### src/lse_pkg.sv
`timescale 1ns / 1ps
`default_nettype none

package lse_pkg;

   localparam logic [7:0] CH_NUL = 8'h00;
   localparam logic [7:0] CH_CR  = 8'h0D;
   localparam logic [7:0] CH_LF  = 8'h0A;

   localparam int QUEUE_DEPTH = 4;
   localparam int PTR_W       = $clog2(QUEUE_DEPTH);
   localparam int CNT_W       = $clog2(QUEUE_DEPTH + 1);

   localparam logic RK_CHAR     = 1'b0;
   localparam logic RK_LINE_END = 1'b1;

   localparam logic IK_BYTE      = 1'b0;
   localparam logic IK_CHUNK_END = 1'b1;

   typedef enum logic [2:0] {
      PH_TEXT = 3'b001,
      PH_CR   = 3'b010,
      PH_LF   = 3'b100
   } phase_type;

   typedef enum logic [1:0] {
      ST_NONE = 2'd0,
      ST_CR   = 2'd1,
      ST_LF   = 2'd2,
      ST_CRLF = 2'd3
   } style_type;

   typedef struct packed {
      logic       kind;
      logic [7:0] data_byte;
      logic       final_chunk;
   } item_type;

   typedef struct packed {
      logic       result_kind;
      logic [7:0] char_out;
      logic       line_empty;
      logic       run_last;
   } result_type;

   typedef struct packed {
      logic [1:0] count;
      result_type first;
      result_type second;
   } push_type;

endpackage

`default_nettype wire

### src/lse_engine.sv
`timescale 1ns / 1ps
`default_nettype none

module lse_engine
   import lse_pkg::*;
(
   input  wire logic     clock,
   input  wire logic     reset,
   input  wire logic     fire,
   input  wire item_type item,
   output push_type      push
);

   phase_type phase_ff, phase_in;
   style_type style_ff, style_in;
   logic      has_ff, has_in;
   logic      stop_ff, stop_in;
   logic      emit_le, emit_ch;
   result_type le_r, ch_r;

   always_comb begin
      phase_in = phase_ff;
      style_in = style_ff;
      has_in   = has_ff;
      stop_in  = stop_ff;
      emit_le  = 1'b0;
      emit_ch  = 1'b0;
      if (item.kind == IK_CHUNK_END) begin
         if (stop_ff) begin
            stop_in = 1'b0;
         end else if (phase_ff == PH_CR || phase_ff == PH_LF) begin
            phase_in = PH_TEXT;
            emit_le  = 1'b1;
         end else if (item.final_chunk) begin
            emit_le = 1'b1;
         end
      end else if (!stop_ff) begin
         if (item.data_byte == CH_NUL) begin
            stop_in = 1'b1;
         end else if (item.data_byte == CH_CR) begin
            case (style_ff)
               ST_CR:   emit_le = 1'b1;
               ST_LF:   ;
               ST_CRLF: phase_in = PH_CR;
               default: begin
                  unique case (phase_ff)
                     PH_CR: begin
                        style_in = ST_CR;
                        phase_in = PH_TEXT;
                        emit_le  = 1'b1;
                     end
                     PH_LF: begin
                        phase_in = PH_TEXT;
                        emit_le  = 1'b1;
                     end
                     default: phase_in = PH_CR;
                  endcase
               end
            endcase
         end else if (item.data_byte == CH_LF) begin
            case (style_ff)
               ST_CR:   ;
               ST_LF:   emit_le = 1'b1;
               ST_CRLF: begin
                  if (phase_ff == PH_CR) begin
                     phase_in = PH_TEXT;
                     emit_le  = 1'b1;
                  end
               end
               default: begin
                  unique case (phase_ff)
                     PH_CR: begin
                        style_in = ST_CRLF;
                        phase_in = PH_TEXT;
                        emit_le  = 1'b1;
                     end
                     PH_LF: begin
                        style_in = ST_LF;
                        phase_in = PH_TEXT;
                        emit_le  = 1'b1;
                     end
                     default: phase_in = PH_LF;
                  endcase
               end
            endcase
         end else begin
            if (phase_ff == PH_CR) begin
               style_in = ST_CR;
               phase_in = PH_TEXT;
               emit_le  = 1'b1;
            end else if (phase_ff == PH_LF) begin
               style_in = ST_LF;
               phase_in = PH_TEXT;
               emit_le  = 1'b1;
            end
            emit_ch = 1'b1;
         end
      end
      if (emit_le) begin
         has_in = 1'b0;
      end
      if (emit_ch) begin
         has_in = 1'b1;
      end
   end

   always_comb begin
      le_r.result_kind = RK_LINE_END;
      le_r.char_out    = 8'd0;
      le_r.line_empty  = ~has_ff;
      le_r.run_last    = ~emit_ch;
      ch_r.result_kind = RK_CHAR;
      ch_r.char_out    = item.data_byte;
      ch_r.line_empty  = 1'b0;
      ch_r.run_last    = 1'b1;
      push.count  = {1'b0, emit_le} + {1'b0, emit_ch};
      push.first  = emit_le ? le_r : ch_r;
      push.second = ch_r;
   end

   always_ff @(posedge clock) begin
      if (reset) begin
         phase_ff <= PH_TEXT;
         style_ff <= ST_NONE;
         has_ff   <= 1'b0;
         stop_ff  <= 1'b0;
      end else if (fire) begin
         phase_ff <= phase_in;
         style_ff <= style_in;
         has_ff   <= has_in;
         stop_ff  <= stop_in;
      end
   end

endmodule

`default_nettype wire

### src/lse_outq.sv
`timescale 1ns / 1ps
`default_nettype none

module lse_outq
   import lse_pkg::*;
(
   input  wire logic     clock,
   input  wire logic     reset,
   input  wire logic     push_en,
   input  wire push_type push,
   output logic          space,
   output logic          out_valid,
   input  wire logic     out_ready,
   output result_type    out_word
);

   result_type             entries_ff [QUEUE_DEPTH];
   logic [PTR_W-1:0]       head_ff, head_in;
   logic [PTR_W-1:0]       tail_ff, tail_in;
   logic [CNT_W-1:0]       count_ff, count_in;
   logic                   pop;
   logic [1:0]             push_n;

   assign push_n    = push_en ? push.count : 2'd0;
   assign out_valid = (count_ff != '0);
   assign out_word  = entries_ff[head_ff];
   assign pop       = out_valid && out_ready;
   assign space     = (count_ff <= CNT_W'(QUEUE_DEPTH - 2));

   always_comb begin
      head_in  = head_ff + PTR_W'(pop);
      tail_in  = tail_ff + PTR_W'(push_n);
      count_in = count_ff + CNT_W'(push_n) - CNT_W'(pop);
   end

   always_ff @(posedge clock) begin
      if (reset) begin
         head_ff  <= '0;
         tail_ff  <= '0;
         count_ff <= '0;
      end else begin
         head_ff  <= head_in;
         tail_ff  <= tail_in;
         count_ff <= count_in;
      end
   end

   always_ff @(posedge clock) begin
      if (push_n != 2'd0) begin
         entries_ff[tail_ff] <= push.first;
      end
      if (push_n == 2'd2) begin
         entries_ff[tail_ff + PTR_W'(1)] <= push.second;
      end
   end

`ifndef SYNTHESIS
   a_count_max: assert property (@(posedge clock) disable iff (reset)
      count_ff <= CNT_W'(QUEUE_DEPTH))
      else $error("output queue overflow");

   a_push_space: assert property (@(posedge clock) disable iff (reset)
      (push_n != 2'd0) |-> space)
      else $error("push without room for two words");

   a_pair_last: assert property (@(posedge clock) disable iff (reset)
      (push_n == 2'd2) |-> (!push.first.run_last && push.second.run_last &&
                            push.first.result_kind == RK_LINE_END))
      else $error("bad run_last marking on a result pair");

   a_pop_count: assert property (@(posedge clock) disable iff (reset)
      (pop && push_n == 2'd0) |=> (count_ff == $past(count_ff) - CNT_W'(1)))
      else $error("count did not drop on pop");
`endif

endmodule

`default_nettype wire

### src/line_splitter_autodetect_eol_core.sv
`timescale 1ns / 1ps
`default_nettype none

// Line splitter with learned line-ending style (CR, LF or CRLF).
// req_ channel: one word per text byte or chunk end. tuser is the kind
// (0 = byte, 1 = chunk end), tdata the byte, tlast marks the final chunk
// on a chunk end.
// rsp_ channel: one word per line character or line end. tuser is the
// result kind (0 = character, 1 = line end), tdata[7:0] the character,
// tdata[8] the empty-line flag, tlast the last word caused by an input.
// A req_ word is held in an input register, decoded against the line
// state, and its zero, one or two results go into a four-word output
// queue. rsp_tvalid rises once they are written into the queue, so each
// result passes the input register and the queue before it can be taken.
// One word per cycle is sustained while the queue has room; decode waits
// while fewer than two queue slots are free.
// A stalled receiver fills the queue, then the input register, then
// req_tready falls. Synchronous reset empties both and returns the state
// to text with the style unknown.
module line_splitter_autodetect_eol_core
   import lse_pkg::*;
(
   input  wire logic        clock,
   input  wire logic        reset,
   input  wire logic        req_tvalid,
   output logic             req_tready,
   input  wire logic [7:0]  req_tdata,   // data_byte
   input  wire logic        req_tuser,   // kind
   input  wire logic        req_tlast,   // final_chunk
   output logic             rsp_tvalid,
   input  wire logic        rsp_tready,
   output logic [15:0]      rsp_tdata,   // char_out[7:0], line_empty[8], zeros
   output logic             rsp_tuser,   // result_kind
   output logic             rsp_tlast    // run_last
);

   logic       in_valid_ff;
   item_type   in_item_ff;
   logic       fire;
   logic       space;
   push_type   push;
   result_type out_word;

   assign fire       = in_valid_ff && space;
   assign req_tready = !in_valid_ff || fire;

   always_ff @(posedge clock) begin
      if (reset) begin
         in_valid_ff <= 1'b0;
      end else if (req_tready) begin
         in_valid_ff <= req_tvalid;
      end
   end

   always_ff @(posedge clock) begin
      if (req_tready && req_tvalid) begin
         in_item_ff.kind        <= req_tuser;
         in_item_ff.data_byte   <= req_tdata;
         in_item_ff.final_chunk <= req_tlast;
      end
   end

   lse_engine u_engine (
      .clock (clock),
      .reset (reset),
      .fire  (fire),
      .item  (in_item_ff),
      .push  (push)
   );

   lse_outq u_outq (
      .clock     (clock),
      .reset     (reset),
      .push_en   (fire),
      .push      (push),
      .space     (space),
      .out_valid (rsp_tvalid),
      .out_ready (rsp_tready),
      .out_word  (out_word)
   );

   assign rsp_tdata = {7'd0, out_word.line_empty, out_word.char_out};
   assign rsp_tuser = out_word.result_kind;
   assign rsp_tlast = out_word.run_last;

endmodule

`default_nettype wire
### config.mk
export PLATFORM = sky130hd
export DESIGN_NAME = line_splitter_autodetect_eol_core
export DESIGN_NICKNAME = d
export VERILOG_FILES = /design/src/lse_pkg.sv /design/src/lse_engine.sv /design/src/lse_outq.sv /design/src/line_splitter_autodetect_eol_core.sv
export SDC_FILE = /design/constraint.sdc
export NUM_CORES = 1
export LEC_CHECK = 0
export BUFFER_PORTS_ARGS = -buffer_cell sky130_fd_sc_hd__clkbuf_2
export CORE_MARGIN = 1.5
export CORE_UTILIZATION = 55
export CTS_BUF_LIST = sky130_fd_sc_hd__clkbuf_4
export CTS_CLUSTER_DIAMETER = 50
export DETAILED_ROUTE_END_ITERATION = 10
export PLACE_DENSITY_LB_ADDON = 0.08
export SETUP_SLACK_MARGIN = 0.2
export SKIP_LAST_GASP = 1
export SLEW_MARGIN = 20
export SYNTH_ARGS = -nofsm -noshare
export SYNTH_HDL_FRONTEND = slang
export SYNTH_SLANG_ARGS = --single-unit
### constraint.sdc
create_clock -name clock -period 5.9 [get_ports clock]
set_clock_uncertainty 0.15 [all_clocks]
set_input_delay 0.59 -clock clock [delete_from_list [all_inputs] [get_ports clock]]
set_output_delay 0.59 -clock clock [all_outputs]
set_load 0.02 [all_outputs]
* Word level (Yosys, flattened, before mapping)
Memory sizes are Yosys's and may differ from the RTL's. A register that Yosys moved wholly into a read port is not among the register bits.
Index checks and enable logic that the tools add are counted.
** Storage, ports and cells
- Register bits after elaboration :: 25
- Bits in writable memories :: 44
- Output and inout bits :: 20
- Memories kept :: 1
** Operators by class
- $add $sub $neg :: 6
- Order comparisons :: 1
- Equal/unequal tests :: 16
- Multiplexer cells :: 53
- Bitwise operators :: 5
- Reduce and logical (&&, ||, !) cells :: 19
** Memory list
- u_outq.entries_ff :: words 4, bits a word 11, rd ports 1, clocked after memory_dff 1, wr ports 2, line lse_outq.sv:17 : result_type entries_ff [QUEUE_DEPTH];
** Operator list (number)
- 3-bit two-way mux :: 11
- 1-bit two-way mux :: 26
- 2-bit two-way mux :: 10
- 8-bit by 4-bit equality test with 1-bit output, second input constant :: 2
- 8-bit AND reduction :: 2
- 3-bit one-hot mux with 2 select lines :: 2
- 11-bit two-way mux :: 1
- 8-bit zero test :: 1
- 2-bit inequality test, second input constant :: 4
- 2-bit equality test, second input constant :: 3
- 3-bit inequality test, second input constant :: 2
- 2-bit nonzero test :: 3
- 2-bit OR reduction :: 3
- 5-bit by 4-bit inequality test with 1-bit output, second input constant :: 1
- 1-bit inverter :: 5
- 5-bit nonzero test :: 1
- 2-bit one-hot mux with 2 select lines :: 1
- 3-bit by 2-bit adder with 3-bit output :: 1
- 3-bit by 2-bit equality test with 1-bit output, second input constant :: 1
- 3-bit equality test, second input constant :: 1
- 3-bit by 2-bit <= comparator with 1-bit output, second input constant :: 1
- 1-bit logical AND :: 3
- 1-bit one-hot mux with 3 select lines :: 1
- 3-bit nonzero test :: 1
- other kinds (12) :: 13

* Logic depth before layout (Yosys ltp)
- Depth after elaboration :: 14
- Mapped depth :: 15

* By module
Synthesis repeated with hierarchy kept, for this count alone.
** Second synthesis, totals
- Cells, all modules :: 299
- Area, all modules :: 3931.3 sq um
** By module, submodules not included
- lse_outq :: instances 1, cells each 158, area an instance 2601.2 sq um, sequential area each 1461.4 sq um
- lse_engine :: instances 1, cells each 117, area an instance 910.9 sq um, sequential area each 140.1 sq um
- line_splitter_autodetect_eol_core :: instances 1, cells each 24, area an instance 419.2 sq um, sequential area each 320.3 sq um

* Worst setup path before layout
OpenSTA, ideal clock, no wires.
- Kind :: register -> register
- Start point :: register in_item_ff[5] (netlist bit)
- End point :: memory u_outq.entries_ff[0][2] (netlist bit), enable pin
- Setup time :: 0.387 ns
- Arrival :: 3.048 ns
- Slack :: 2.316 ns
- Stages on the path, launching flop included :: 10
- Path buffers :: 1
- Period minus slack after synthesis :: 3.584 ns
- Cells stage by stage :: edfxtp_1 > or4_1 > buf_2 > nor3_2 > o221a_2 > o21a_1 > ha_1 > nor2_1 > nand3b_1 > o31ai_1
** RTL lines
- start, declared :: line line_splitter_autodetect_eol_core.sv:38 : item_type in_item_ff;
- end, declared :: line lse_outq.sv:17

==> metrics.cfg <==
[routing]
met1_length_um = 3149
viasPerCell = 5.930
highest-signal-layer = met4
totalWireLength_um = 7103
drc = 0
routedWlPerCell_um = 17.80
met2_length_um = 3475
dr_total_vias = 2366
antenna_left = 0
dr.first_iter.drc_count = 211
route.met3.wl_um = 371
drtPass1Iterations = 4

[worst_setup_path]
end_kind = flop
cp_max_fo = 10
start_kind = flop
crit_type = flop to flop
worstPathArrival_ns = 4.37
worst-path-stages = 10
reg2regPathDepth = 10
path_cells = or4_1 > nor3_1 > a211o_2 > o21a_1 > ha_1 > nor2_1 > nand3b_1 > nor3_1 > o211ai_2 > a21boi_1
cpMaxStageDelayCell = or4_1
cp_slowest_stage_delay_ns = 0.73
crit_buf_inv = 0
required_ns = 6.02
cp_top_family = simple AND/OR/NAND/NOR gates
path_common_cell = nor3_1

[sta]
rsz0062_at_grt = no
finalCriticalPeriod_ns = 4.254
setup_violations = 0
slew_violations = 0
hold_viol = 0
period_share = 0.7211
setup_tns_ns = 0
tightest_slew_ns = 0.7931
fmax_ghz = 0.2351
whs_ns = 0.1879
setup_ws_ns = 1.646
slew_headroom = 0.4705

[logic_synthesis]
async_reset_ff_frac = 0
ys_seq_area_frac = 0.5172
syn_area_per_cell_sq_um = 11.81
netlist_instances = 295
yosys_warnings = 0
synth_top_flop_cell = edfxtp_1
synth_edf_count = 42
synth_cell_types = 59
synth_common_cells = 42 x edfxtp_1, 32 x a21boi_1, 27 x dfxtp_1, 17 x nor2_1
yosys-top-cells-area = edfxtp_1 36%, dfxtp_1 16%, mux4_2 7.1%
synthesis.area_sq_um = 3483
synth_area_leader_cell = edfxtp_1
synth_top_area_frac = 0.3621
synth.ff_latch_count = 69
synth_most_common_cell = edfxtp_1

[clock_network]
root_buffer = clkbuf_4
path_clk_slew_ns = 0.12
postCtsSetupBuffers = 0
cts_tree = yes
h-tree-depth = 3
clock-sinks = 69
postCtsHoldBufs = 0
post_cts_resized = 0
insertion_delay_ns = 0.42
cts_made_buffers = 9
cts_buffer_depth = 2

[placement]
place_ws_ns = 1.689
hpwl_um = 5129
place_area_sq_um = 3631
portBuffers = 26
dp.cells = 383
place.gp.congestion = 0.8329

[power]
peakVddDrop_mv = 0.2181
power.density_nw_per_um2 = 351.7
p_leak_nw = 1.482
power_mw = 1.342

[layout]
nets = 344
syn2layout_area_growth_pct = 9.590
instances_no_fill = 399
final_layout_size_suffix_gt1_frac = 0.2068
nFillCells = 497
utilization = 0.6335
fin_area_sq_um = 3817
insertedDiodeCount = 0

[die]
rows = 28
fp.dieW_um = 82.58
dieArea_sq_um = 6819
core_sq_um = 6026
fp.dieH_um = 82.58
initial_core_util = 0.5781
io_pins = 34

[flow_run]
maxCapViolCount = 0

[worst_hold_path]
hp-class = primary input to flop
hold-path-cell-count = 1

[global_route]
grt_antenna_before_repair = 0
grt-ovfl-total = 0
grt.total_usage = 0.2310
grt_pass1_wl_um = 11490
grt_pass1_vias = 2285
grt_start_max_net_pins = 16

[run_status]
status = complete, no violations

## sequential cells by signal, summed over array words and instances (netlist names), 2 cells and up
name and flops:
in_item_ff 10, u_engine.phase_ff 3, u_engine.style_ff 2, u_outq.count_ff 3, u_outq.entries_ff 44, u_outq.head_ff 2
u_outq.tail_ff 2
## final timing paths
check / startpoint / end / slack (ns)
worst max-delay path: in_item_ff[5] / u_outq.entries_ff[0][9] / 1.65
worst min-delay path: req_tdata[3] / in_item_ff[4] / 0.19
worst max register to register: in_item_ff[5] / u_outq.entries_ff[0][9] / 1.65
worst min register to register: u_outq.entries_ff[1][1] / u_outq.entries_ff[1][1] / 0.33
## cells in the final DEF (no fill, tap or decap), drive strengths merged, types with 2 or more instances in the layout
cell,synthesis,final
mux4,11,11
inv,13,13
nand3,4,4
nor3,5,5
a31oi,4,4
or3,9,9
bufinv,0,3
a21o,4,4
or4,3,3
conb,1,7
o21a,2,2
xnor2,4,4
clkinv,0,4
ha,10,10
xor2,2,2
nand2b,3,3
edfxtp,42,42
nor2,17,17
nor2b,7,7
a21boi,32,32
mux2i,2,2
clkbuf,8,35
and2,2,2
nor4,2,2
o211ai,6,6
dfxtp,27,27
nand2,13,13
o21ai,13,13
o22a,2,2
nand3b,2,2
and3,4,4
o31ai,4,4
a21oi,9,9
a211o,2,2
## report_power, final
part           internal [mW]  total (mW)  switching, mW
clock network          0.213       0.388          0.175
logic                  0.157       0.323          0.165
registers              0.566       0.632         0.0657
total                  0.937        1.34          0.406
## cell families (layout without fill, tap and decap cells)
family	Yosys count	in the layout	synth area share
AND/OR/NAND/NOR	77	77	0.1228
flip-flops	69	69	0.5172
other	1	7	0.001077
buffers and inverters	32	55	0.04238
AO/OA/AOI/OAI	85	85	0.1774
adder cells (fa/ha/maj)	11	11	0.04167
XOR/XNOR	6	6	0.01724
multiplexers	14	14	0.08010
## routing by layer
| metal | up-vias | global-route usage |
|---|---|---|
| met5 | - | 0 |
| met4 | 0 | 0.08000 |
| met3 | 12 | 0.06044 |
| met2 | 69 | 0.3748 |
| met1 | 1135 | 0.2994 |
| li1 | 1150 | - |
## final cells by class
cell class | instances | area (sq um) | share of cell area
Sequential cell | 69 | 1802 | 0.4720
Inverter | 13 | 48.80 | 0.01278
Multi-Input combinational cell | 200 | 1562 | 0.4090
Clock buffer | 9 | 67.56 | 0.01770
Clock inverter | 7 | 113.9 | 0.02983
Timing Repair Buffer | 26 | 130.1 | 0.03409
Tap cell | 75 | 93.84 | 0.02458
## worst reg2reg max path, delay by kind of cell, from the launching register on
family / cells / cell delay [ns]
AOI/OAI and AO/OA: 4 / 1.14
adders and majority gates: 1 / 0.35
DFF: 1 / 0.47
and+or+nand+nor: 5 / 1.99
Power figures use the tool's default switching activity.
